--- src/hw/rtl/fragment_reassembler_macros.svh ---
// assertion macros for the fragment reassembler
`ifndef FRAGMENT_REASSEMBLER_MACROS_SVH
`define FRAGMENT_REASSEMBLER_MACROS_SVH

// antecedent implies consequent in the same cycle
`define FR_ASSERT_IMPLY(name, clk, rst_n, ante, cons, msg) \
    name: assert property (@(posedge clk) disable iff (!rst_n) (ante) |-> (cons)) \
        else $error(msg);

// antecedent implies consequent in the next cycle
`define FR_ASSERT_NEXT(name, clk, rst_n, ante, cons, msg) \
    name: assert property (@(posedge clk) disable iff (!rst_n) (ante) |=> (cons)) \
        else $error(msg);

`endif

--- src/hw/rtl/fr_pkg.sv ---
// shared types and constants of the fragment reassembler
package fr_pkg;

    localparam int HDR_LEN = 12;
    localparam logic [7:0] MAGIC_A = 8'h47;
    localparam logic [7:0] MAGIC_B = 8'h53;
    localparam logic [7:0] WIRE_VERSION = 8'h01;

    localparam logic OP_PACKET = 1'b0;
    localparam logic OP_READ = 1'b1;

    localparam logic [1:0] ST_MORE = 2'd0;
    localparam logic [1:0] ST_COMPLETE = 2'd1;
    localparam logic [1:0] ST_REJECT = 2'd2;
    localparam logic [1:0] ST_READ = 2'd3;

    localparam int CFG_AW = 5;
    localparam int CFG_DW = 64;
    localparam logic [CFG_AW-1:0] ADDR_TIMEOUT = 5'd0;
    localparam logic [CFG_AW-1:0] ADDR_KIND_FIRST = 5'd8;
    localparam logic [CFG_AW-1:0] ADDR_KIND_LAST = 5'd16;

    typedef struct packed {
        logic        opcode;
        logic [7:0]  data_byte;
        logic        last_byte;
        logic [63:0] now_ms;
        logic [9:0]  read_address;
    } in_item_t;

    typedef struct packed {
        logic [1:0]  status;
        logic [7:0]  msg_kind;
        logic [10:0] msg_length;
        logic [7:0]  read_data;
    } out_item_t;

    typedef struct packed {
        logic [63:0] expiry_ms;
        logic [7:0]  kind_first;
        logic [7:0]  kind_last;
    } cfg_t;

    // work handed from the parser to the assembly side
    typedef struct packed {
        logic        wr_en;
        logic        rd_en;
        logic        rd_in_range;
        logic        judge;
        logic [15:0] addr;
        logic [7:0]  data;
        logic        ok;
        logic [31:0] trans;
        logic [7:0]  kind;
        logic [15:0] total;
        logic [7:0]  cnt;
        logic [7:0]  idx;
        logic [63:0] now;
        logic [63:0] deadline;
    } job_t;

endpackage

--- src/hw/rtl/fr_queue.sv ---
// short job queue between parser and assembly side
module fr_queue #(
    parameter int DEPTH = 4
) (
    input  logic         clk,
    input  logic         rst_n,
    input  logic         push,
    input  fr_pkg::job_t din,
    output logic         full,
    input  logic         pop,
    output fr_pkg::job_t dout,
    output logic         empty
);

    localparam int PTRW = (DEPTH > 1) ? $clog2(DEPTH) : 1;
    localparam int CW = $clog2(DEPTH + 1);

    fr_pkg::job_t  mem_reg [DEPTH];
    logic [PTRW-1:0] wr_ptr_reg;
    logic [PTRW-1:0] rd_ptr_reg;
    logic [CW-1:0]   count_reg;
    logic            do_push;
    logic            do_pop;

    assign full = (32'(count_reg) == DEPTH);
    assign empty = (count_reg == '0);
    assign do_push = push && !full;
    assign do_pop = pop && !empty;
    assign dout = mem_reg[rd_ptr_reg];

    always_ff @(posedge clk)
    begin
        if (do_push)
        begin
            mem_reg[wr_ptr_reg] <= din;
        end
    end

    always_ff @(posedge clk or negedge rst_n)
    begin
        if (!rst_n)
        begin
            wr_ptr_reg <= '0;
            rd_ptr_reg <= '0;
            count_reg <= '0;
        end
        else
        begin
            if (do_push)
            begin
                wr_ptr_reg <= (32'(wr_ptr_reg) == DEPTH - 1) ? '0 : wr_ptr_reg + PTRW'(1);
            end
            if (do_pop)
            begin
                rd_ptr_reg <= (32'(rd_ptr_reg) == DEPTH - 1) ? '0 : rd_ptr_reg + PTRW'(1);
            end
            if (do_push && !do_pop)
            begin
                count_reg <= count_reg + CW'(1);
            end
            else if (do_pop && !do_push)
            begin
                count_reg <= count_reg - CW'(1);
            end
        end
    end

endmodule

--- config.mk ---
export PLATFORM = sky130hd
export DESIGN_NAME = fr_queue
export DESIGN_NICKNAME = d
export VERILOG_FILES = /design/src/hw/rtl/fragment_reassembler_macros.svh /design/src/hw/rtl/fr_pkg.sv /design/src/hw/rtl/fr_queue.sv
export SDC_FILE = /design/constraint.sdc
export NUM_CORES = 1
export LEC_CHECK = 0
export ABC_AREA = 1
export ABC_CLOCK_PERIOD_IN_PS = 11500
export BUFFER_PORTS_ARGS = -buffer_cell sky130_fd_sc_hd__buf_2
export CAP_MARGIN = 20
export CORE_MARGIN = 3
export CORE_UTILIZATION = 49
export DETAILED_ROUTE_END_ITERATION = 16
export PLACE_DENSITY_LB_ADDON = 0.1
export SLEW_MARGIN = 15
export SYNTH_ARGS = -nofsm -noshare
export SYNTH_HDL_FRONTEND = slang
export SYNTH_SLANG_ARGS = --single-unit
--- constraint.sdc ---
create_clock -name clk -period 11.5 [get_ports clk]
set_clock_uncertainty 0.2 [all_clocks]
set_input_delay 1.15 -clock clk [delete_from_list [all_inputs] [get_ports clk]]
set_output_delay 1.15 -clock clk [all_outputs]
set_load 0.02 [all_outputs]
Word-level counts from Yosys, hierarchy flattened

Memories as Yosys holds them, arrays and structs flattened.
Cells that the tools add are included.

Register bits: 7
RAM bits: 916
Bits of input ports: 233
Memories kept: 1

Memory list:

| name    | depth | bits a word | read ports | clocked after Yosys merged registers in | wr ports | line           | text |
|---|---|---|---|---|---|---|---|
| mem_reg | 4     | 229         | 1          | 0                                       | 1        | fr_queue.sv:18 | `fr_pkg::job_t mem_reg [DEPTH];` |

Add/subtract/negate cells: 4
Equality and inequality tests: 3
Multiplexer cells: 6
Reduce and logical (&&, ||, !) cells: 10

Operator list:

| cell                                             | count |
|---|---|
| 2-to-1 mux 3 bit                                 | 2 |
| adder 2 x 1 -> 2 bit, second input constant      | 2 |
| == test 2 bit, second input constant             | 2 |
| logical AND 1 bit                                | 4 |
| logical NOT 1 bit                                | 4 |
| 2-to-1 mux 2 bit                                 | 2 |
| adder 3 x 1 -> 3 bit, second input constant      | 1 |
| == test 3 bit, second input constant             | 1 |
| logical NOT 3 bit                                | 1 |
| subtractor 3 x 1 -> 3 bit, second input constant | 1 |
| 2-to-1 mux 1 bit                                 | 2 |
| nonzero test 2 bit                               | 1 |

Longest topological paths before layout

Word-level depth: 7
Mapped depth: 12
Mapped depth without buffers: 12

Least setup slack after synthesis

OpenSTA, ideal clock, no wires.

Path kind: input -> register
Start point: in push
End point: mem mem_reg[0][0] in the netlist's numbering, enable pin
Library setup time: 0.824 ns
Arrival: 10.781 ns
Path slack: -0.304 ns
Stages: 2
Cell sequence: nand2_1 nor2_1

Cells in the longest elaborated chain, start to end: 3

Ends and longest elaborated chain:

| element                                | line           | text |
|---|---|---|
| start, declared                        | fr_queue.sv:7  | `input logic push,` |
| logical AND 1 bit                      | fr_queue.sv:27 | `assign do_push = push && !full;` |
| 2-to-1 mux 1 bit                       | fr_queue.sv:33 | `if (do_push)` |
| 2-to-1 mux 1 bit (not written as such) | fr_queue.sv:35 | `mem_reg[wr_ptr_reg] <= din;` |
| end, declared                          | fr_queue.sv:18 |  |

Every way passes these cells.

==> metrics.csv <==
metric,value,unit
mapped cell area,37060,sq um
Post-Synthesis Cells,2733,
Final Power,11.60,mW
number of cells on the critical path,6,
reg2reg end,mem_reg[3][54],
Core Box Area,74700,sq um
Crit Path Max Fanout,104,
slowest library cell on the worst path,dfrtp_4,
CP Launch Point,rd_ptr_reg[0],
total grt overflow,0,
# DRC,0,
Num CTS Buffers,95,
CTS Buffer Depth,3,
number of warnings issued by yosys,0,
RePlAce Congestion,0.7302,
CTS tree,yes,
Synth area leaders,"edfxtp_1, o211ai_1, nand2_1",
cts hold-fix bufs,0,
Die W,281.0,um
Worst Reg-to-Reg Cells,6,
CP startpoint kind,flip-flop,
Layout Nets,3407,
peak supply drop,0.2605,mV
CP Data Required Time,10.15,ns
iteration-0 DRC count of the detailed router,1185,
crit path to,dout[152],
clk sinks,923,
H-tree depth,3,
crit end category,output pin,
fmax,181.9,MHz
Final TNS setup,0,ns
Max-Cap Viols,0,
layout cell share with drive strength beyond 1,22.17,%
buffer count from post-CTS setup fixing,0,
Ports,464,
Final Util,57.45,%
Port Buffers,463,
RR Startpoint,count_reg[0],
Synthesized Nets,2973,
Critical Path AT,4.15,ns
hpwl dp,47.18,mm
Netlist cell types,18,
register area share after synthesis,74.69,%
XOR/XNOR share of the synthesized area,0.02363,%
"Period Utilization, post-route",47.80,%
Yosys top cell by area,edfxtp_1,
Post-Synth Simple-Gate Area,7.282,%
DP Area,40010,sq um
"delay-heaviest family, CP",buffers and inverters,
Avg WL per Cell,18.86,um
total track usage,19.92,%
adder-cell share of the synthesized area,0.2566,%
Via density,5.061,
Worst-path clk slew,0.06,ns
"Slew Viols, Final",0,
post-synth top area share,74.22,%
Static Leakage,16.98,nW
initial antenna violation count,29,
Antenna Nets Post-Route,0,
chip height,281.0,um
Root Driver,clkbuf_16,
Critical path buffers and inverters,3,
r2r setup slk,7.47,ns
"Hold Vio Cnt, Final",0,
Worst Tran Pin Value,1.130,ns
Tmin final,5.498,ns
setup violators final,0,
max FFs per register,916,
die area,78970,sq um
WL final,79.69,mm
largest family of logic cells by synthesized area,compound AO/OA/AOI/OAI gates,
critical-path cell list,"buf_4, buf_4, nand2_1, o211ai_1, nand2_1, buf_2",
largest net degree at the start of global routing,249,
area grow syn2layout,15.79,%
RSZ-0062 raised after global routing,false,
"flops & latches, synth",923,
outcome,"finished, final reports clean",
top_reg_cell synth,edfxtp_1,
min-delay worst type,primary input to asynchronous set/reset pin,
std cell rows,100,
final instance area,42910,sq um
critical path type,flip-flop to output pin,
Initial Utilization,49.62,%
first-pass GRT wire length,120.3,mm
post-synthesis compound-gate area fraction,10.64,%
DR pass1 iterations,4,
CP max stage delay,1.05,ns
vias in the first global route,20840,
max_slew headroom,24.66,%
Clock Latency Late Sink,0.63,ns
routed vias,21387,
pwr dens,270.2,nW/um^2
synthesized area per cell,13.56,sq um
"FFs w/ async S/R, synth",0.7584,%
Post-synth EDFFs,916,
mux contribution to synthesized area,0,%
cts repair resizes,0,
[Yosys cell counts, drive strengths merged (6+ instances only)]
library cell  count
dfrtp             7
edfxtp          916
nor2              6
o211ai          458
nand3             7
ha                6
inv             474
buf             138
nand2           702
clkbuf           15
[where the power goes]
group | leakage (nW) | switching, mW | internal (mW)
Combinational | 7.11 | 2.96 | 1.16
Clock | 1.39 | 1.19 | 1.63
Sequential | 8.47 | 0.232 | 4.42
[cells by family after synthesis]
logic type | after synthesis
DFF | 923
xor gates and xnor gates | 1
AOI/OAI and AO/OA | 459
and+or+nand+nor | 716
buffers and inverters | 627
adders and majority gates | 7
[per-stage QoR]
| stage | hold WS [ns] | setup slack (ns) | cells |
|---|---|---|---|
| 4_1_cts | 0.1043 | 5.928 | 4207 |
| 6_report | 0.1411 | 6.002 | 4226 |
| 5_1_grt | 0.1201 | 5.612 | 4218 |
| 3_3_place_gp | 0.2787 | 6.699 | 4039 |
| 2_1_floorplan | 0.2628 | -0.3045 | 2733 |
| 3_5_place_dp | 0.2949 | 6.611 | 4039 |
[metal layers]
| metal | share of wire [%] | global-route usage [%] | wire length [um] |
|---|---|---|---|
| met1 | 40 | 24.45 | 32070 |
| met5 | 0.14 | 0 | 108 |
| met3 | 6.9 | 5.682 | 5501 |
| met4 | 2.7 | 7.622 | 2161 |
| met2 | 50 | 33.56 | 39850 |
[cell usage in the layout (no fill, tap or decap), drive strengths merged]
| cell type | n |
|---|---|
| diode | 19 |
| nor2 | 6 |
| clkbuf | 119 |
| clkinv | 39 |
| o21ai | 1 |
| fa | 1 |
| bufinv | 5 |
| dfrtp | 7 |
| ha | 6 |
| buf | 490 |
| inv | 477 |
| nand2 | 702 |
| nand4 | 1 |
| o211ai | 458 |
| xnor2 | 1 |
| edfxtp | 916 |
| nand3 | 7 |
| clkinvlp | 2 |
[area by class of cell]
class	count	area, sq um
Fill cell	6025	31780
Sequential cell	923	27690
Multi-Input combinational cell	1183	6777
Timing Repair Buffer	490	2545
Clock buffer	119	2489
Inverter	474	1787
Tap cell	969	1212
Clock inverter	49	367.9
Antenna cell	19	47.55
[worst min path at each step]
stage | cells past startpoint | slack [ns] | endpoint | start
6_report | 1 | 0.14 | rd_ptr_reg[1] | rst_n
2_1_floorplan | 2 | 0.26 | count_reg[2] | count_reg[2]
3_3_place_gp | 2 | 0.28 | count_reg[2] | count_reg[2]
4_1_cts | 1 | 0.10 | rd_ptr_reg[1] | rst_n
3_5_place_dp | 2 | 0.29 | count_reg[2] | count_reg[2]
5_1_grt | 1 | 0.12 | rd_ptr_reg[1] | rst_n
No activity file was read; power rests on OpenSTA's default activity.
