===== config.mk =====
export PLATFORM = sky130hd
export DESIGN_NAME = fr_front
export DESIGN_NICKNAME = d
export VERILOG_FILES = /design/src/hw/rtl/fragment_reassembler_macros.svh /design/src/hw/rtl/fr_pkg.sv /design/src/hw/rtl/fr_front.sv
export SDC_FILE = /design/constraint.sdc
export NUM_CORES = 1
export LEC_CHECK = 0
export BUFFER_PORTS_ARGS = -buffer_cell sky130_fd_sc_hd__clkbuf_2
export CAP_MARGIN = 10
export CORE_MARGIN = 10
export CORE_UTILIZATION = 45
export DETAILED_ROUTE_END_ITERATION = 10
export HOLD_SLACK_MARGIN = 0.15
export PLACE_DENSITY_LB_ADDON = 0.1
export SYNTH_ARGS = -nofsm -noshare
export SYNTH_HDL_FRONTEND = slang
export SYNTH_SLANG_ARGS = --single-unit

===== constraint.sdc =====
create_clock -name clk -period 6.95 [get_ports clk]
set_clock_uncertainty 0.2 [all_clocks]
set_input_delay 0.695 -clock clk [delete_from_list [all_inputs] [get_ports clk]]
set_output_delay 0.695 -clock clk [all_outputs]
set_load 0.02 [all_outputs]

===== src/hw/rtl/fragment_reassembler_macros.svh =====
// assertion macros for the fragment reassembler
`ifndef FRAGMENT_REASSEMBLER_MACROS_SVH
`define FRAGMENT_REASSEMBLER_MACROS_SVH

// antecedent implies consequent in the same cycle
`define FR_ASSERT_IMPLY(name, clk, rst_n, ante, cons, msg) \
    name: assert property (@(posedge clk) disable iff (!rst_n) (ante) |-> (cons)) \
        else $error(msg);

// antecedent implies consequent in the next cycle
`define FR_ASSERT_NEXT(name, clk, rst_n, ante, cons, msg) \
    name: assert property (@(posedge clk) disable iff (!rst_n) (ante) |=> (cons)) \
        else $error(msg);

`endif


===== src/hw/rtl/fr_pkg.sv =====
// shared types and constants of the fragment reassembler
package fr_pkg;

    localparam int HDR_LEN = 12;
    localparam logic [7:0] MAGIC_A = 8'h47;
    localparam logic [7:0] MAGIC_B = 8'h53;
    localparam logic [7:0] WIRE_VERSION = 8'h01;

    localparam logic OP_PACKET = 1'b0;
    localparam logic OP_READ = 1'b1;

    localparam logic [1:0] ST_MORE = 2'd0;
    localparam logic [1:0] ST_COMPLETE = 2'd1;
    localparam logic [1:0] ST_REJECT = 2'd2;
    localparam logic [1:0] ST_READ = 2'd3;

    localparam int CFG_AW = 5;
    localparam int CFG_DW = 64;
    localparam logic [CFG_AW-1:0] ADDR_TIMEOUT = 5'd0;
    localparam logic [CFG_AW-1:0] ADDR_KIND_FIRST = 5'd8;
    localparam logic [CFG_AW-1:0] ADDR_KIND_LAST = 5'd16;

    typedef struct packed {
        logic        opcode;
        logic [7:0]  data_byte;
        logic        last_byte;
        logic [63:0] now_ms;
        logic [9:0]  read_address;
    } in_item_t;

    typedef struct packed {
        logic [1:0]  status;
        logic [7:0]  msg_kind;
        logic [10:0] msg_length;
        logic [7:0]  read_data;
    } out_item_t;

    typedef struct packed {
        logic [63:0] expiry_ms;
        logic [7:0]  kind_first;
        logic [7:0]  kind_last;
    } cfg_t;

    // work handed from the parser to the assembly side
    typedef struct packed {
        logic        wr_en;
        logic        rd_en;
        logic        rd_in_range;
        logic        judge;
        logic [15:0] addr;
        logic [7:0]  data;
        logic        ok;
        logic [31:0] trans;
        logic [7:0]  kind;
        logic [15:0] total;
        logic [7:0]  cnt;
        logic [7:0]  idx;
        logic [63:0] now;
        logic [63:0] deadline;
    } job_t;

endpackage


===== src/hw/rtl/fr_front.sv =====
// packet parser: header capture, payload addressing and per-packet checks
module fr_front #(
    parameter int PACKET_BYTES = 64,
    parameter int MESSAGE_BYTES = 1024,
    parameter int MAX_FRAGMENTS = 32
) (
    input  logic             clk,
    input  logic             rst_n,
    input  logic             push,
    output logic             full,
    input  fr_pkg::in_item_t item,
    input  fr_pkg::cfg_t     cfg,
    input  logic             job_full,
    output logic             job_push,
    output fr_pkg::job_t     job
);

    localparam int PL = PACKET_BYTES - fr_pkg::HDR_LEN;
    localparam int PW = $clog2(PACKET_BYTES + 1);

    logic [7:0]    hdr_reg [fr_pkg::HDR_LEN];
    logic [PW-1:0] pos_reg;
    logic [PW-1:0] pos_next;
    logic          over_reg;
    logic          over_next;

    logic          accept;
    logic          is_packet;
    logic          at_cap;
    logic          in_payload;
    logic [16:0]   waddr;
    logic          waddr_ok;
    logic [PW-1:0] len;
    logic [PW-1:0] part;
    logic          over;
    logic [64:0]   sum;
    logic [31:0]   trans;
    logic [15:0]   total;
    logic [16:0]   cnt_pl;
    logic [16:0]   off;
    logic [16:0]   room;
    logic [16:0]   room_cap;
    logic          want_ok;
    logic          bad;

    assign full = job_full;
    assign accept = push && !job_full;
    assign is_packet = (item.opcode == fr_pkg::OP_PACKET);
    assign at_cap = 32'(pos_reg) >= PACKET_BYTES;
    assign in_payload = !at_cap && (32'(pos_reg) >= fr_pkg::HDR_LEN);
    assign waddr = 17'(hdr_reg[8]) * 17'(PL) + 17'(pos_reg) - 17'(fr_pkg::HDR_LEN);
    assign waddr_ok = 32'(waddr) < MESSAGE_BYTES;
    assign len = at_cap ? pos_reg : pos_reg + PW'(1);
    assign part = len - PW'(fr_pkg::HDR_LEN);
    assign over = over_reg || at_cap;
    assign sum = {1'b0, item.now_ms} + {1'b0, cfg.expiry_ms};
    assign trans = {hdr_reg[7], hdr_reg[6], hdr_reg[5], hdr_reg[4]};
    assign total = {hdr_reg[11], hdr_reg[10]};
    assign cnt_pl = 17'(hdr_reg[9]) * 17'(PL);
    assign off = 17'(hdr_reg[8]) * 17'(PL);
    assign room = 17'(total) - off;
    assign room_cap = (room < 17'(PL)) ? room : 17'(PL);
    assign want_ok = (cnt_pl >= 17'(total)) && ((cnt_pl - 17'(PL)) < 17'(total));

    always_comb
    begin
        bad = over
            || (32'(len) <= fr_pkg::HDR_LEN)
            || (32'(len) > PACKET_BYTES)
            || (hdr_reg[0] != fr_pkg::MAGIC_A)
            || (hdr_reg[1] != fr_pkg::MAGIC_B)
            || (hdr_reg[2] != fr_pkg::WIRE_VERSION)
            || (hdr_reg[3] < cfg.kind_first)
            || (hdr_reg[3] > cfg.kind_last)
            || (cfg.expiry_ms == 64'd0)
            || sum[64]
            || (trans == 32'd0)
            || (total == 16'd0)
            || (32'(total) > MESSAGE_BYTES)
            || (hdr_reg[9] == 8'd0)
            || (32'(hdr_reg[9]) > MAX_FRAGMENTS)
            || !want_ok
            || (hdr_reg[8] >= hdr_reg[9])
            || (off >= 17'(total))
            || (17'(part) != room_cap);
    end

    always_comb
    begin
        job = '0;
        job.data = item.data_byte;
        job.trans = trans;
        job.kind = hdr_reg[3];
        job.total = total;
        job.cnt = hdr_reg[9];
        job.idx = hdr_reg[8];
        job.now = item.now_ms;
        job.deadline = sum[63:0];
        job.ok = !bad;
        if (is_packet)
        begin
            job.wr_en = in_payload && waddr_ok;
            job.addr = waddr[15:0];
            job.judge = item.last_byte;
        end
        else
        begin
            job.rd_en = 1'b1;
            job.rd_in_range = 32'(item.read_address) < MESSAGE_BYTES;
            job.addr = 16'(item.read_address);
        end
        job_push = accept && (job.rd_en || job.wr_en || job.judge);
    end

    always_comb
    begin
        pos_next = pos_reg;
        over_next = over_reg;
        if (accept && is_packet)
        begin
            if (at_cap)
            begin
                over_next = 1'b1;
            end
            else
            begin
                pos_next = pos_reg + PW'(1);
            end
            if (item.last_byte)
            begin
                pos_next = '0;
                over_next = 1'b0;
            end
        end
    end

    always_ff @(posedge clk or negedge rst_n)
    begin
        if (!rst_n)
        begin
            pos_reg <= '0;
            over_reg <= 1'b0;
            for (int i = 0; i < fr_pkg::HDR_LEN; i++)
            begin
                hdr_reg[i] <= 8'd0;
            end
        end
        else
        begin
            pos_reg <= pos_next;
            over_reg <= over_next;
            if (accept && is_packet && !at_cap && (32'(pos_reg) < fr_pkg::HDR_LEN))
            begin
                hdr_reg[pos_reg[3:0]] <= item.data_byte;
            end
        end
    end

endmodule


# ---- Word-level counts from Yosys, hierarchy flattened
# Cells that the tools add are included.
dict set report word_totals {
  reg_bits 104
  output_inout_bits 231
  wordCells 98
}
dict set report classes {
  addsub 7
  mul 2
  order_cmp 17
  eq_ne 4
  n_mux 12
  n_bitwise 2
  n_reduce_logical 40
}
# cell n
set op_table {}
lappend op_table {{bitwise mux 96 bit} 1}
lappend op_table {{adder 64 x 64 -> 65 bit} 1}
lappend op_table {{zero test 64 bit} 1}
lappend op_table {{demux 8 bit (select 4 bit)} 1}
lappend op_table {{greater-or-equal comparator 14 x 16 -> 1 bit} 2}
lappend op_table {{zero test 32 bit} 1}
lappend op_table {{multiplier 8 x 4 -> 12 bit (second input constant)} 2}
lappend op_table {{logical OR 1 bit} 21}
lappend op_table {{< comparator 17 x 11 -> 1 bit (second input constant)} 1}
lappend op_table {{< comparator 17 x 16 -> 1 bit} 1}
lappend op_table {{< comparator 17 x 6 -> 1 bit (second input constant)} 1}
lappend op_table {{2-to-1 mux 17 bit} 1}
lappend op_table {{inequality test 7 x 17 -> 1 bit} 1}
lappend op_table {{subtractor 16 x 14 -> 17 bit} 1}
lappend op_table {{greater-than comparator 16 x 11 -> 1 bit (second input constant)} 1}
lappend op_table {{zero test 16 bit} 1}
lappend op_table {{2-to-1 mux 16 bit} 1}
lappend op_table {{inequality test 8 x 7 -> 1 bit (second input constant)} 2}
lappend op_table {{subtractor 15 x 4 -> 16 bit (second input constant)} 1}
lappend op_table {{adder 14 x 7 -> 15 bit} 1}
lappend op_table {{subtractor 14 x 6 -> 15 bit (second input constant)} 1}
lappend op_table {{2-to-1 mux 7 bit} 2}
lappend op_table {{logical AND 1 bit} 9}
lappend op_table {{greater-or-equal comparator 8 bit} 1}
lappend op_table {{other kinds (22)} 28}

# ---- Logic depth before layout (Yosys ltp)
# Gate-level depths: netlist (run 1).
dict set report depth {
  depth_word 22
  ltp_mapped 23
  depth_no_buf 22
}

# ---- Worst setup path after synthesis (run 1)
# Ideal clock, no wire load.
dict set report synth_timing {
  kind {reg-to-output}
  from {register hdr_reg (netlist bit job[129])}
  to {output job[200] (netlist bit)}
  arrival_time_ns 5.090
  slack_ns 0.965
  path_stages_with_launch 22
  n_path_buf 1
  path_cell_list {dfrtp_1 > ha_1 > fa_1 > fa_1 > a211oi_2 > o21bai_1 > a21oi_1 > o21bai_1 > a21oi_1 > xnor2_1 > inv_1 > ha_1 > clkbuf_1 > and3_1 > o211ai_1 > o221ai_1 > nor4_1 > o41ai_2 > xnor2_1 > o31ai_2 > a311o_1 > a221oi_2}
}
# item line_no
set synth_rtl {}
lappend synth_rtl {{from (decl)} fr_front.sv:21} ;# logic [7:0] hdr_reg [fr_pkg::HDR_LEN];
lappend synth_rtl {{from (signal, indexed assignment)} fr_front.sv:154} ;# hdr_reg[pos_reg[3:0]] <= item.data_byte;
lappend synth_rtl {{to (decl)} fr_front.sv:15} ;# output fr_pkg::job_t job

==> metrics, run 1 <==
# clock sinks 104; Critical Path Fanout Max 11; slowest cell delay on critical path 520 ps; Cells after Synth 1649; sequential area share after synthesis 18.7%; Final nets 2227; synthesis-to-finish area growth 11.4%; crit path kind flip-flop to output pin; die area 38300 um2; first-pass GRT wire length 72100 um; layout cells sized above 1 29.9%; DP Area 15100 um2; worst-skew pair later-pin latency 350 ps; PwrDens 224 nW/um2; Max IR drop VDD 0.151 mV; Leakage Power 8.09 nW; syn avg cell area 8.44 um2; Pre-antenna DRT Iters 5; worst path required time 6050 ps; fin area 15500 um2; busiest layer in global routing met2; Residual DRC 0; largest net degree at the start of global routing 78; measured slew at the worst slew-check pin 998 ps; Die Ht 196 um; # IOs 399; status completed; vias per cell 5.64; asr flop ratio synth 100%; chip width 196 um; worst hold slack 298 ps; Critical Path Sink Type output pin; Critical Path AT 5780 ps; Worst-path clk slew 70 ps; startpoint types flip-flop; Post-Syn Area 13900 um2; Peak Freq 0.150 GHz; initial antenna violation count 0; total number of vias 12800; Final TNS setup 0 ps; final core utilization 50.8%; total track usage 23.0%; Yosys reg bits 104; CTS max path bufs 2; commonest non-fill, non-tap cell in the layout clkbuf_2; Antenna Diode Count 0; DP Cell Count 2244; Slew Limit Fails 0; RD Place Congestion 0.924; CTS tree yes; Port Buffers 398; unrepaired setup endpoints after global routing false; final setup fails 0; wirelength, routed 46400 um; HPWL after detailed placement 38800 um; Top FF cell, synth dfrtp_1; syn nets 2013; max-cap viol count 0; Avg WL per Cell 20.5 um; core area 30500 um2; Routed Antenna Nets 0; grt met1 use 30.0%; Final Hold Viols 0; met3 usage 4.30%; final non-filler cell total 2263; grt ovf 0; met2 Usage GRT 38.6%; EDFF count, synth 0; relative slew slack 33.4%; Iteration-0 DRC Markers 872; commonest cells after routing, fill and taps aside clkbuf_2 (397), ha_1 (182), inv_1 (121); Warnings, synthesis 0; Fillers 2987; Initial Util 45.6%; row count 64; CP max stage cell fa_1; fin crit period 6670 ps; max reg flops 72; # H-tree levels 3; Crit path top cell by count o21bai_1; Distinct cells, synth 92; number of global-route vias before repair 12700; crit share post-route 96.0%; number of CTS-inserted buffers 9; Root Buffer Master clkbuf_16; CP cell instances ha_1 -> fa_1 -> fa_2 -> a211oi_4 -> o21bai_1 -> a21oi_2 -> o21bai_1 -> a21oi_1 -> xnor2_1 -> inv_1 -> ha_4 -> nand2_1 -> or2_2 -> o221ai_1 -> nor4_2 -> o41ai_2 -> nor3_1 -> a311o_1 -> a2111o_1 -> a221oi_2 -> clkbuf_2; Hold Path Class flip-flop to flip-flop
[critical path, delay by kind of cell, from the launching register on]
family                     cells  cell delay, ps
AOI/OAI and AO/OA             10            2170
adders and majority gates      4            1700
buffers and inverters          2             380
and+or+nand+nor                4             540
DFF                            1             490
xor gates and xnor gates       1             160
[cells by family (layout without fill, tap and decap cells)]
group | Yosys count | after routing | synth area share (%)
multiplexers | 102 | 102 | 8.24
AO/OA/AOI/OAI | 401 | 401 | 19.4
buffers and inverters | 322 | 540 | 12.8
adder cells (fa/ha/maj) | 197 | 197 | 18.4
flip-flops | 104 | 104 | 18.7
XOR/XNOR | 104 | 104 | 6.70
AND/OR/NAND/NOR | 419 | 419 | 15.7
[worst paths after layout]
kind                                              start                       to  slack, ps  depth (start not counted)
worst max-delay path               job[129]$_DFFE_PN0P_                 job[200]        280                         21
worst min-delay path            hdr_reg[86]$_DFFE_PN0P_  hdr_reg[86]$_DFFE_PN0P_        300                          1
worst max register to register   pos_reg[6]$_DFFE_PN0P_     job[178]$_DFFE_PN0P_       4450                          5
worst min register to register  hdr_reg[86]$_DFFE_PN0P_  hdr_reg[86]$_DFFE_PN0P_        300                          1
max in group asynchronous                         rst_n     job[139]$_DFFE_PN0P_       4520                          3
min in group asynchronous                         rst_n     job[184]$_DFFE_PN0P_        640                          2
[repair_timing]
action,CTS,global route
resized for setup,0,12
buffers inserted,0,3
hold buffers,1,0
endpoints found under the hold margin,27,0
setup endpoints to repair,0,1
[metal layers]
metal	wire (um)	up-vias
met1	20700	6040
met3	2910	51
met5	0	-
met2	21900	398
met4	840	0
li1	-	6268
[power breakdown]
part | internal, mW | leakage, nW | switching [mW]
sequential | 0.709 | 1.40 | 0.0922
combinational | 0.857 | 6.55 | 1.26
clock | 0.316 | 0.148 | 0.233
total | 1.88 | 8.09 | 1.58
[layout make-up]
cell class	count	area [um2]	share of cell area, %
Timing Repair Buffer	404	2040	13.2
Clock inverter	6	92.6	0.597
Inverter	121	454	2.93
Multi-Input combinational cell	1223	9590	61.9
Tap cell	396	495	3.20
Clock buffer	9	225	1.45
Sequential cell	104	2600	16.8
[through the flow]
| stage | power, mW | setup WS, ps |
|---|---|---|
| detailed placement | 2.92 | 435 |
| CTS | 3.48 | 45.2 |
| finish | 3.47 | 278 |
| global route | 3.74 | 14.0 |
| floorplan | 2.37 | 965 |
| global placement | 2.91 | 550 |
[cell usage after synthesis, drive strengths merged, types with 34 or more instances]
| cell type | n | share of area [%] |
|---|---|---|
| inv | 121 | 3.3 |
| buf | 154 | 8.2 |
| clkbuf | 47 | 1.3 |
| nand4 | 34 | 1.5 |
| nand3 | 46 | 1.7 |
| ha | 183 | 16 |
| a21o | 66 | 3.6 |
| nand2 | 103 | 2.8 |
| o21ai | 83 | 3.0 |
| nor4 | 35 | 1.6 |
| dfrtp | 104 | 19 |
| a21oi | 102 | 3.7 |
| mux2 | 100 | 8.1 |
| xnor2 | 71 | 4.5 |
| nor2 | 73 | 2.0 |
Note: power is estimated with default switching activity, not from simulation.
==> run 2, diff against run 1 <==
--- a/config.mk
+++ b/config.mk
@@ -5,6 +5,7 @@
 export SDC_FILE = /design/constraint.sdc
 export NUM_CORES = 1
 export LEC_CHECK = 0
+export ABC_AREA = 1
 export BUFFER_PORTS_ARGS = -buffer_cell sky130_fd_sc_hd__clkbuf_2
 export CAP_MARGIN = 10
 export CORE_MARGIN = 10
==> metrics, run 2 <==
status completed; worst path required time 6050 ps (about the same); CTS max path bufs 2 (unchanged); crit path kind flip-flop to output pin; fin crit period 5850 ps (-823 ps); Final Hold Viols 0 (unchanged); Critical Path Sink Type output pin; worst-skew pair later-pin latency 350 ps (about the same); wirelength, routed 49700 um (+7.2%); met3 usage 3.85% (-0.45 points); RD Place Congestion 0.989 (+7.1%); Avg WL per Cell 18.0 um (-12%); # H-tree levels 3 (unchanged); relative slew slack 27.7% (-5.7 points); Residual DRC 0 (unchanged); max-cap viol count 0 (unchanged); HPWL after detailed placement 43000 um (+11%); core area 30800 um2 (+1.0%); vias per cell 5.19 (-7.9%); CTS resizes 0 (unchanged); grt ovf 0 (unchanged); first-pass GRT wire length 78100 um (+8.4%); initial antenna violation count 1 (+1); Crit path top cell by count nand2_1; Max IR drop VDD 0.202 mV (+33%); startpoint types flip-flop; syn nets 2492 (+24%); Hold Path Class flip-flop to flip-flop; Iteration-0 DRC Markers 911 (+4.5%); # IOs 399 (unchanged); synthesis-to-finish area growth 11.4% (about the same); Fillers 3232 (+8.2%); commonest cells after routing, fill and taps aside nand2_1 (417), clkbuf_2 (397), inv_1 (317); Synth area leader dfrtp_1; measured slew at the worst slew-check pin 1070 ps (+71.9 ps); Worst-path clk slew 90 ps (+20 ps); layout cells sized above 1 19.9% (-10 points); final setup fails 0 (unchanged); Pre-antenna DRT Iters 5 (unchanged); reg-to-reg setup timing slack 4130 ps (-320 ps); Warnings, synthesis 0 (unchanged); chip width 198 um (+0.88%); unrepaired setup endpoints after global routing false; Final TNS setup 0 ps (unchanged); met2 Usage GRT 41.5% (+2.9 points); Slew Limit Fails 0 (unchanged); Peak Freq 0.171 GHz (+14%); top cells by area, synth dfrtp_1 (18%), ha_1 (16%), nand2_1 (11%); Largest delay share family, worst path adder cells; number of CTS-inserted buffers 9 (unchanged); row count 64 (unchanged); asr flop ratio synth 100% (unchanged); top cells by count, synth nand2_1 (417), inv_1 (317), nor2_1 (226), ha_1 (183), a21oi_1 (149); Post-Syn Area 14200 um2 (+2.0%); Die Ht 198 um (+0.88%); Place WS 1560 ps (+1130 ps); EDFF count, synth 0 (unchanged); Top FF cell, synth dfrtp_1; crit share post-route 84.2% (-12 points); total number of vias 14400 (+13%); Yosys reg bits 104 (unchanged); Port Buffers 398 (unchanged); Leakage Power 8.84 nW (+9.3%); sequential area share after synthesis 18.3% (-0.36 points); die area 39000 um2 (+1.8%); CP max stage cell fa_1; grt met1 use 33.5% (+3.6 points); Cells after Synth 2128 (+29%); Critical Path Fanout Max 6 (-5); final core utilization 51.3% (+0.45 points); count leader, synth nand2_1; syn avg cell area 6.67 um2 (-21%); slowest cell delay on critical path 490 ps (-30 ps); Distinct cells, synth 56 (-39%); # clock sinks 104 (unchanged); Synth top area share 18.3% (-0.36 points); Routed Antenna Nets 0 (unchanged); Root Buffer Master clkbuf_16; total track usage 24.8% (+1.8 points); Final nets 2732 (+23%); commonest non-fill, non-tap cell in the layout nand2_1; Critical Path AT 4950 ps (-830 ps); largest net degree at the start of global routing 75 (-3.8%); Final WS setup 1100 ps (+823 ps); crit path buf inv count 5 (+3); Antenna Diode Count 0 (unchanged); max reg flops 72 (unchanged); CTS tree yes; Initial Util 46.0% (+0.42 points); PwrDens 313 nW/um2 (+40%); number of global-route vias before repair 14200 (+12%); busiest layer in global routing met2
==> run 2: final timing paths <==
| check | start | endpoint | depth (start not counted) |
|---|---|---|---|
| worst max-delay path | job[139]$_DFFE_PN0P_ | job[200] | 28 |
| worst min register to register | hdr_reg[84]$_DFFE_PN0P_ | hdr_reg[84]$_DFFE_PN0P_ | 2 |
| min in group asynchronous | rst_n | job[165]$_DFFE_PN0P_ | 2 |
| worst min-delay path | hdr_reg[84]$_DFFE_PN0P_ | hdr_reg[84]$_DFFE_PN0P_ | 2 |
| worst max register to register | pos_reg[3]$_DFFE_PN0P_ | job[134]$_DFFE_PN0P_ | 5 |
| max in group asynchronous | rst_n | job[154]$_DFFE_PN0P_ | 3 |
==> run 2: final cells by class <==
cell class / instances / area [um2] / area share, %
clock buffers: 9 / 225 / 1.43
clock inverters: 7 / 78.8 / 0.499
inverters: 330 / 1240 / 7.84
multi-input cells: 1523 / 9150 / 57.9
flip-flops and latches: 104 / 2600 / 16.5
well taps: 396 / 495 / 3.14
repair buffers: 400 / 2010 / 12.7
==> run 2: what timing repair did <==
action / in CTS / in global routing
buffers inserted: 0 / 0
endpoints found under the hold margin: 30 / 0
hold buffers: 1 / 0
==> run 2: cell families after synthesis <==
group | share of synthesized area [%]
compound gates | 16.3
xor+xnor | 5.29
fa+ha+maj | 18.0
buf+inv | 17.2
flops | 18.3
simple gates | 24.9
==> run 2: worst min-delay path: stages, from the launching register on <==
cell and delay [ps]:
dfrtp_1 350, nand2_1 50, o21ai_0 60
==> run 2: routing by layer <==
layer | vias to the layer above | routed length, um
met2 | 429 | 22600
met1 | 6609 | 23400
met5 | - | 0
met4 | 0 | 503
met3 | 33 | 3190
li1 | 7310 | -
==> run 2: power by group <==
part	total (mW)	switching [mW]	internal, mW
Sequential	0.894	0.148	0.746
Clock	0.523	0.266	0.257
Combinational	3.53	2.30	1.24
==> run 2: metrics by stage <==
stage | hold slack, ps | power (mW) | instances | instance area, um2
3_3_place_gp | 259 | 4.39 | 2752 | 15500
2_1_floorplan | 199 | 3.53 | 2128 | 14200
6_report | 289 | 4.95 | 2769 | 15800
5_1_grt | 321 | 5.48 | 2769 | 15800
3_5_place_dp | 273 | 4.41 | 2752 | 15500
4_1_cts | 295 | 4.96 | 2769 | 15800
==> run 3, diff against run 2 <==
--- a/config.mk
+++ b/config.mk
@@ -5,7 +5,7 @@
 export SDC_FILE = /design/constraint.sdc
 export NUM_CORES = 1
 export LEC_CHECK = 0
-export ABC_AREA = 1
+export ABC_AREA = 0
 export BUFFER_PORTS_ARGS = -buffer_cell sky130_fd_sc_hd__clkbuf_2
 export CAP_MARGIN = 10
 export CORE_MARGIN = 10
==> constraint.sdc (replaced) <==
create_clock -name clk -period 5.95 [get_ports clk]
set_clock_uncertainty 0.2 [all_clocks]
set_input_delay 0.595 -clock clk [delete_from_list [all_inputs] [get_ports clk]]
set_output_delay 0.595 -clock clk [all_outputs]
set_load 0.02 [all_outputs]
==> metrics, run 3 (synthesized netlist as in run 1, its figures left out) <==
status finished with violations; failing checks setup timing; final core utilization 53.0% (+1.8 points); Port Buffers 398 (unchanged); synthesis-to-finish area growth 16.3%; PwrDens 258 nW/um2 (-18%); Die Ht 196 um (-0.88%); Worst-path clk slew 70 ps (-20 ps); grt ovf 0 (unchanged); max reg flops 72 (unchanged); total track usage 23.4% (-1.4 points); crit share post-route 102%; Initial Util 45.6% (-0.42 points); CP cell instances ha_1 -> fa_1 -> fa_2 -> a211oi_2 -> o21bai_1 -> a21oi_2 -> o21bai_1 -> a21oi_1 -> xnor2_1 -> inv_1 -> ha_4 -> buf_4 -> nor4b_1 -> nor4_2 -> o41ai_2 -> xnor2_1 -> o31ai_4 -> a311o_1 -> a221oi_2 -> buf_4; first-pass GRT wire length 73200 um (-6.4%); wirelength, routed 47400 um (-4.6%); vias per cell 5.58 (+7.4%); Final TNS setup -143 ps (-143 ps); # clock sinks 104 (unchanged); Slew Limit Fails 0 (unchanged); Overall Power 4.18 mW (-16%); measured slew at the worst slew-check pin 1070 ps (+0.800 ps); worst hold slack 301 ps (+11.4 ps); max-cap viol count 0 (unchanged); CTS max path bufs 2 (unchanged); final setup fails 1 (+1); fin crit period 6090 ps; reg2reg path depth 5 (unchanged); Iteration-0 DRC Markers 808 (-11%); Critical Path Sink Type output pin; # IOs 399 (unchanged); Final Hold Viols 0 (unchanged); DP Cell Count 2286 (-17%); commonest non-fill, non-tap cell in the layout clkbuf_2; net switching fraction of the power 45.7% (-9.1 points); Critical Path Fanout Max 9 (+3); initial antenna violation count 0 (-1); Final WS setup -143 ps (-1240 ps); die area 38300 um2 (-1.7%); CP max stage cell fa_1; relative slew slack 28.6% (+0.85 points); chip width 196 um (-0.88%); Final nets 2304 (-16%); number of CTS-inserted buffers 9 (unchanged); Residual DRC 0 (unchanged); layout cells sized above 1 33.7% (+14 points); Clock Power Share 13.2% (+2.6 points); worst path required time 5160 ps (-890 ps); Peak Freq 0.164 GHz; total number of vias 13100 (-9.2%); RD Place Congestion 0.919 (-7.1%); reg-to-reg setup timing slack 3380 ps (-750 ps); reg2reg end job[135]$_DFFE_PN0P_; slowest cell delay on critical path 490 ps (about the same); HPWL after detailed placement 39200 um (-8.8%); Antenna Diode Count 0 (unchanged); Hold Path Class flip-flop to flip-flop; CTS tree yes; Pre-antenna DRT Iters 7 (+2); number of global-route vias before repair 13100 (-7.7%); Routed Antenna Nets 0 (unchanged); worst-skew pair later-pin latency 350 ps (about the same); Avg WL per Cell 20.3 um (+13%); startpoint types flip-flop; Critical Path AT 5300 ps (+350 ps); unrepaired setup endpoints after global routing true; Leakage Power 8.47 nW (-4.2%); Cell Int Power 2.27 mW (+1.4%); Max IR drop VDD 0.276 mV (+37%); # H-tree levels 3 (unchanged); largest net degree at the start of global routing 84 (+12%); Setup crit start job[130]$_DFFE_PN0P_; sequential share of power 22.1% (+4.0 points); Critical Path Sink job[200]; final non-filler cell total 2340 (-15%); crit path kind flip-flop to output pin; commonest cells after routing, fill and taps aside clkbuf_2 (394), ha_1 (176), inv_1 (119); Root Buffer Master clkbuf_16; FF-to-FF Start pos_reg[6]$_DFFE_PN0P_; row count 64 (unchanged); core area 30500 um2 (-1.0%); combinational share of power 64.7% (-6.7 points); NetSw 1.91 mW (-30%)
-- run 3: cell count changes in the layout (fill, tap and decap cells not counted), sizes merged, moves of 31 or more --
cell and delta:
a21o +61, nand2 -325, nor2 -157, xnor2 +37
o21ai -82, nor4 +31, nand3 -45, mux2 +100
buf +84, inv -208, a21oi -53
-- run 3: power by group through the flow --
stage          Sequential, mW  Clock (mW)  Combinational [mW]
2_1_floorplan           0.905           0                1.86
3_3_place_gp            0.934           0                2.52
3_5_place_dp            0.938           0                2.54
4_1_cts                 0.925       0.564                2.67
5_1_grt                 0.943       0.588                2.97
6_report                0.926       0.551                2.71
-- run 3: per-layer routing --
| layer | track usage, % | vias up | part of all wire [%] |
|---|---|---|---|
| li1 | - | 6399 | - |
| met1 | 30.5 | 6227 | 45 |
| met2 | 39.1 | 377 | 47 |
| met3 | 4.35 | 50 | 5.6 |
| met4 | 5.01 | 0 | 2.0 |
| met5 | 0 | - | 0 |
-- run 3: timing repair --
item / in CTS / in global routing
gates cloned: 0 / 0
hold buffers: 1 / 0
hold endpoints to repair: 21 / 0
buffers inserted: 39 / 2
setup endpoints to repair: 1 / 4
gates resized for setup: 33 / 13
pin swaps: 36 / 3
-- run 3: stage by stage --
stage | instance area (um2) | worst slack, ps
finish | 16200 | -143
global route | 16200 | -421
CTS | 16100 | -123
detailed placement | 15400 | -17.5
global placement | 15400 | 77.7
floorplan | 13900 | 64.6
-- run 3: worst min-delay path by stage --
| stage | from | end | cells after the start |
|---|---|---|---|
| finish | hdr_reg[86]$_DFFE_PN0P_ | hdr_reg[86]$_DFFE_PN0P_ | 1 |
| global route | hdr_reg[86]$_DFFE_PN0P_ | hdr_reg[86]$_DFFE_PN0P_ | 1 |
| CTS | hdr_reg[86]$_DFFE_PN0P_ | hdr_reg[86]$_DFFE_PN0P_ | 1 |
| detailed placement | hdr_reg[86]$_DFFE_PN0P_ | hdr_reg[86]$_DFFE_PN0P_ | 1 |
| global placement | hdr_reg[86]$_DFFE_PN0P_ | hdr_reg[86]$_DFFE_PN0P_ | 1 |
| floorplan | rst_n | hdr_reg[72]$_DFFE_PN0P_ | 0 |
-- run 3: layout make-up --
type,count,area (um2)
Inverter,121,454
Fill cell,2948,14300
Multi-Input combinational cell,1223,9730
Sequential cell,104,2600
Tap cell,396,495
Timing Repair Buffer,481,2640
Clock inverter,3,26.3
Clock buffer,12,236
-- run 3: worst max-delay path: cells and delay by family (launching register included) --
| family | cells | cell delay, ps |
|---|---|---|
| AO/OA/AOI/OAI | 9 | 1700 |
| adder cells (fa/ha/maj) | 4 | 1440 |
| buffers and inverters | 3 | 490 |
| AND/OR/NAND/NOR | 2 | 460 |
| XOR/XNOR | 2 | 440 |
| flip-flops | 1 | 400 |
